==> src/design/csc_pkg.sv <==
// Shared types, constants and helpers of the column substitution counter.
package csc_pkg;

    // Field widths fixed by the stream format
    localparam int BASE_W    = 3;
    localparam int MAX_SLOTS = 16;
    localparam int COLUMN_W  = BASE_W * MAX_SLOTS;
    localparam int MASK_W    = 16;
    localparam int SEL_W     = 6;
    localparam int READ_W    = 32;
    localparam int CFG_W     = 5;
    localparam int CMD_W     = 2;

    // Substitution matrix geometry: rows A,C,T,G; columns A,C,T,G,gap
    localparam int REF_ROWS     = 4;
    localparam int ROW_LEN      = REF_ROWS + 1;
    localparam int MATRIX_CELLS = REF_ROWS * ROW_LEN;
    localparam int CELL_W       = $clog2(MATRIX_CELLS);
    localparam int ROW_W        = $clog2(REF_ROWS);

    // Per-column increment: 0..MAX_SLOTS
    localparam int INC_W = $clog2(MAX_SLOTS + 1);

    // Base codes
    localparam logic [BASE_W-1:0] BASE_A   = 3'd0;
    localparam logic [BASE_W-1:0] BASE_C   = 3'd1;
    localparam logic [BASE_W-1:0] BASE_T   = 3'd2;
    localparam logic [BASE_W-1:0] BASE_G   = 3'd3;
    localparam logic [BASE_W-1:0] BASE_GAP = 3'd4;

    // Counter select map
    localparam logic [SEL_W-1:0] SEL_MEM_BASE = 6'd20;
    localparam logic [SEL_W-1:0] SEL_SITES    = 6'd40;
    localparam logic [SEL_W-1:0] SEL_ALL_DIFF = 6'd41;
    localparam logic [SEL_W-1:0] SEL_MEM_DIFF = 6'd42;
    localparam logic [SEL_W-1:0] SEL_PRESENCE = 6'd43;

    // Register reset values
    localparam logic [CFG_W-1:0] REF_SLOT_RESET = 5'd16;
    localparam logic [CFG_W-1:0] IN_USE_RESET   = 5'd16;

    typedef enum logic [CMD_W-1:0] {
        CMD_PROCESS = 2'd0,
        CMD_READ    = 2'd1,
        CMD_CLEAR   = 2'd2,
        CMD_NOP     = 2'd3
    } cmd_t;

    typedef enum logic {
        CFG_REFERENCE_SLOT = 1'b0,
        CFG_SPECIES_IN_USE = 1'b1
    } cfg_reg_t;

    // Column classification handed to the counter bank
    typedef struct packed {
        logic             site;          // column counts as a site
        logic             all_differ;    // some taking species differs
        logic             member_differ; // some taking member differs
        logic             matrix_ok;     // reference is A,C,T or G
        logic [ROW_W-1:0] ref_row;       // matrix row of the reference
    } csc_update_t;

    // Population count of a slot vector, as four nibble counts summed
    function automatic logic [INC_W-1:0] count_ones(input logic [MAX_SLOTS-1:0] v);
        logic [2:0]       grp [4];
        logic [INC_W-1:0] total;
        total = '0;
        for (int g = 0; g < 4; g++) begin
            grp[g] = '0;
            for (int k = 0; k < 4; k++) begin
                grp[g] = grp[g] + 3'(v[4*g+k]);
            end
            total = total + INC_W'(grp[g]);
        end
        return total;
    endfunction

endpackage

==> src/design/csc_classify.sv <==
// Column classifier: reference pick, per-species compare and per-cell tallies.
module csc_classify #(
    parameter int MAX_SPECIES = 16
) (
    input  logic [csc_pkg::CFG_W-1:0]    ref_slot_cfg,
    input  logic [csc_pkg::CFG_W-1:0]    in_use_cfg,
    input  logic [csc_pkg::COLUMN_W-1:0] bases,
    input  logic [csc_pkg::MASK_W-1:0]   mask,
    input  logic [csc_pkg::BASE_W-1:0]   ext_ref,
    output csc_pkg::csc_update_t         upd,
    output logic [csc_pkg::INC_W-1:0]    all_cnt [csc_pkg::ROW_LEN],
    output logic [csc_pkg::INC_W-1:0]    mem_cnt [csc_pkg::ROW_LEN],
    output logic [MAX_SPECIES-1:0]       presence_inc
);
    import csc_pkg::*;

    localparam int SLOT_W = (MAX_SPECIES > 1) ? $clog2(MAX_SPECIES) : 1;

    logic              external;
    logic              col_valid;
    logic [SLOT_W-1:0] rs;
    logic [CFG_W-1:0]  n_used;
    logic [BASE_W-1:0] ref_base;
    logic [MAX_SPECIES-1:0] takes;
    logic [MAX_SPECIES-1:0] differs;
    logic [MAX_SPECIES-1:0] is_member;
    logic [MAX_SLOTS-1:0]   all_hit [ROW_LEN];
    logic [MAX_SLOTS-1:0]   mem_hit [ROW_LEN];
    logic any_all;
    logic any_mem;

    assign external = (ref_slot_cfg >= CFG_W'(MAX_SPECIES));
    assign rs       = ref_slot_cfg[SLOT_W-1:0];
    assign n_used   = (in_use_cfg > CFG_W'(MAX_SPECIES)) ? CFG_W'(MAX_SPECIES) : in_use_cfg;
    assign ref_base = external ? ext_ref : bases[BASE_W*rs +: BASE_W];
    // a slot reference only counts the column when that slot shares the site
    assign col_valid = external || mask[rs];

    always_comb begin
        for (int j = 0; j < MAX_SPECIES; j++) begin
            takes[j]     = (CFG_W'(j) < n_used) && (external || CFG_W'(j) != ref_slot_cfg);
            // unknown codes always differ, even against an equal reference code
            differs[j]   = (bases[BASE_W*j +: BASE_W] != ref_base)
                           || (bases[BASE_W*j +: BASE_W] > BASE_GAP);
            is_member[j] = mask[j];
        end
    end

    assign any_all = |(takes & differs);
    assign any_mem = |(takes & differs & is_member);

    always_comb begin
        for (int c = 0; c < ROW_LEN; c++) begin
            all_hit[c] = '0;
            mem_hit[c] = '0;
            for (int j = 0; j < MAX_SPECIES; j++) begin
                all_hit[c][j] = takes[j] && (bases[BASE_W*j +: BASE_W] == BASE_W'(c));
                mem_hit[c][j] = all_hit[c][j] && is_member[j];
            end
            all_cnt[c] = count_ones(all_hit[c]);
            mem_cnt[c] = count_ones(mem_hit[c]);
        end
    end

    assign presence_inc = takes & is_member & {MAX_SPECIES{col_valid}};

    always_comb begin
        upd.site          = col_valid;
        upd.all_differ    = col_valid && any_all;
        upd.member_differ = col_valid && any_mem;
        upd.matrix_ok     = (ref_base < BASE_W'(REF_ROWS));
        upd.ref_row       = ref_base[ROW_W-1:0];
    end

endmodule

==> config.mk <==
export PLATFORM = sky130hd
export DESIGN_NAME = csc_classify
export DESIGN_NICKNAME = d
export VERILOG_FILES = /design/src/design/csc_pkg.sv /design/src/design/csc_classify.sv
export SDC_FILE = /design/constraint.sdc
export NUM_CORES = 1
export LEC_CHECK = 0
export ABC_AREA = 1
export ABC_CLOCK_PERIOD_IN_PS = 9200
export BUFFER_PORTS_ARGS = -buffer_cell sky130_fd_sc_hd__buf_2
export CAP_MARGIN = 20
export CORE_UTILIZATION = 48
export DETAILED_ROUTE_END_ITERATION = 12
export PLACE_DENSITY = 0.72
export SETUP_SLACK_MARGIN = 0.4
export SYNTH_ARGS = -nofsm -noshare
export SYNTH_HDL_FRONTEND = slang
export SYNTH_SLANG_ARGS = --single-unit
==> constraint.sdc <==
create_clock -name vclk -period 9.2
set_input_delay 0 -clock vclk [all_inputs]
set_output_delay 0 -clock vclk [all_outputs]
set_load 0.01 [all_outputs]
==> reports/metrics.yaml <==
run_status:
  status: "finished clean"
synthesis:
  yosys.area_share.adder_pct: 38.0
  synth.largest_area_cell: "fa_1"
  synth_area_leaders: "fa_1, nand2_1, inv_1"
  synth-compound-area-share_pct: 4.72
  synthSimpleGateAreaFrac_pct: 39.1
  synthMuxAreaShare_pct: 0
  yosysSeqAreaShare_pct: 0
  synth_top_family_by_area: "simple AND/OR/NAND/NOR gates"
  postSynthAreaPerCell_sq_um: 6.14
  yosysTopAreaCellShare_pct: 28.9
  ys_warn_count: 0
  ys_types: 31
  synth_cells: 1128
  synth_xor_area_share_pct: 3.80
  syn_nets: 1355
  syn-cell-area_sq_um: 6920
worst_setup_path:
  critPathRequiredTime_ns: 9.20
  critPathLaunchType: "input pin"
  crit_fanout: 23
  slowest_delay_ns: 0.81
  worst_path_max_delay_cell: "nor4_1"
  cp_cell_sequence: "buf_2 > nand2_2 > nor2_1 > a21oi_1 > inv_1 > nor4_1 > nand2_1 > fa_1 > fa_1 > fa_1 > inv_1 > fa_1 > ha_1 > fa_1 > xor2_1 > buf_2"
  arrival_ns: 5.31
  endpoint_kind: "primary output"
  path_common_cell: "fa_1"
  critPathKind: "input pin to primary output"
timing:
  final.min_clock_period_ns: 5.31
  hold_slack_ns: 0.455
  fin_ws_ns: 3.89
  rsz0062_at_grt: "no"
  slew_headroom_pct: 30.6
  totalNegativeSetupSlack_ns: 0
  clock.fmax_mhz: 188
  drv_slew: 0
  worstMarginPinSlew_ns: 1.03
  setup_viol: 0
  finalHoldViolCount: 0
  finalCritPeriodShare_pct: 57.7
finish:
  area_growth_pct: 13.3
  seqCellArea_sq_um: 0
  utilization_pct: 56.1
  final_area_sq_um: 7840
  nets: 1495
  drive_above_1_share_pct: 13.0
  clock_buffer_count: 0
  final_cells: 1446
  seq_cell_count: 0
  n_fill_cell: 1498
  diodes: 0
floorplan:
  io_pins: 149
  fp.dieW_um: 122
  die_y_um: 122
  fp-row-count: 43
  core_area_sq_um: 14000
  die_area_sq_um: 14900
  start_util_pct: 49.5
drt:
  drt_first_pass_iters: 6
  wl_met3_mm: 3.15
  drtIter0Drc: 1115
  postRouteAntennaNets: 0
  top_layer: "met4"
  vias_per_cell: 5.67
  num_vias: 8193
  wl_met2_mm: 12.5
  wl_mm: 29.1
  wl_met1_mm: 11.7
  drc: 0
  wl_per_cell_um: 20.1
placed_design:
  detailedPlace.worstSlack_ns: 4.06
  gp_congestion: 1.02
  io_buffers: 149
  dp_hpwl_mm: 24.7
  place_area_sq_um: 7830
  dp_cells: 1445
power_and_ir_drop:
  clkPwrFrac_pct: 0
  power_density_nw_per_um2: 61.0
  vdd_drop_max_uv: 60.7
  swShare_pct: 66.2
  power_leakage_nw: 4.80
  internal_power_mw: 0.162
  p_sw_mw: 0.317
  combPwrFrac_pct: 100.0
  seq_power_share_pct: 0
  p_total_mw: 0.478
clocking:
  holdBufCountCts: 0
  post_cts_buffers: 0
  cts_resized: 0
hold_path:
  whs_path_depth: 4
  hp-start: "mask[13]"
  holdPathEnd: "presence_inc[13]"
  worst_hold_path_type: "input pin to primary output"
run:
  drv_cap: 0
global_route:
  grt_max_degree: 24
  first_global_vias: 7357
  grt_first_pass_wirelength_mm: 43.1
  grt-ovfl-total: 0
  antenna_found_initial: 0
  globalRouteTotalUtil_pct: 39.7
[logic make-up after synthesis]
group | count (synthesis)
buffers and inverters | 258
and+or+nand+nor | 635
AOI/OAI and AO/OA | 55
xor gates and xnor gates | 30
adders and majority gates | 150
[placed cells by master, fill, tap and decap left out, drive strengths merged]
master / count
xor2: 26
a31oi: 2
nor3: 40
a221oi: 1
o31ai: 2
inv: 242
nand4: 21
nor4: 25
nor2: 134
xnor2: 4
o21ai: 25
clkbuf: 1
a21boi: 7
nand3: 104
o21bai: 1
or2: 2
nand3b: 3
buf: 153
fa: 100
nand2: 306
a21oi: 13
o22ai: 4
ha: 50
[how the worst max path moves through the flow]
stage / start / to / slack [ns] / cells after the start
after floorplan: ref_slot_cfg[0] / mem_cnt[19] / 5.18 / 16
after global placement: ref_slot_cfg[0] / mem_cnt[12] / 4.02 / 19
after detailed placement: ref_slot_cfg[0] / mem_cnt[14] / 4.06 / 20
after CTS: ref_slot_cfg[0] / mem_cnt[14] / 4.05 / 20
after global routing: ref_slot_cfg[0] / mem_cnt[7] / 3.73 / 16
final: ref_slot_cfg[0] / mem_cnt[7] / 3.89 / 16
[cells in the mapped netlist]
library cell and count:
a21boi_0 7, a21oi_1 13, a221oi_1 1, a31oi_1 2, buf_1 1, buf_2 8, buf_4 3, buf_6 1
clkbuf_1 3, fa_1 100, ha_1 50, inv_1 239, inv_2 3, nand2_1 303, nand2_2 3, nand3_1 104
nand3b_1 3, nand4_1 21, nor2_1 134, nor3_1 39, nor3_2 1, nor4_1 25, o21ai_0 21, o21ai_1 3
o21ai_4 1, o21bai_2 1, o22ai_1 4, o31ai_1 2, or2_2 2, xnor2_1 4, xor2_1 26
[power by group through the flow]
stage / clock (mW) / sequential (mW) / combinational (mW)
finish: 0 / 0 / 0.478
global route: 0 / 0 / 0.534
CTS: 0 / 0 / 0.472
detailed placement: 0 / 0 / 0.469
global placement: 0 / 0 / 0.468
floorplan: 0 / 0 / 0.302
[metal layers]
layer,global-route usage (%),vias to the layer above
met4,18.4,0
li1,-,3777
met1,54.1,3753
met5,0,-
met2,61.1,562
met3,6.93,101
[worst max-delay path, delay by kind of cell]
kind / cells / cell delay, ns
xor+xnor: 1 / 0.20
simple gates: 4 / 1.35
fa+ha+maj: 6 / 2.71
compound gates: 1 / 0.40
buf+inv: 4 / 0.63
[cell type report]
class                      instances  area [sq um]  area share, %
inverter                         242           908           11.6
timing repair buffer             154           783           9.99
multi-input combinational        870          5920           75.6
tap                              180           225           2.87
Power figures use the tool's default switching activity.
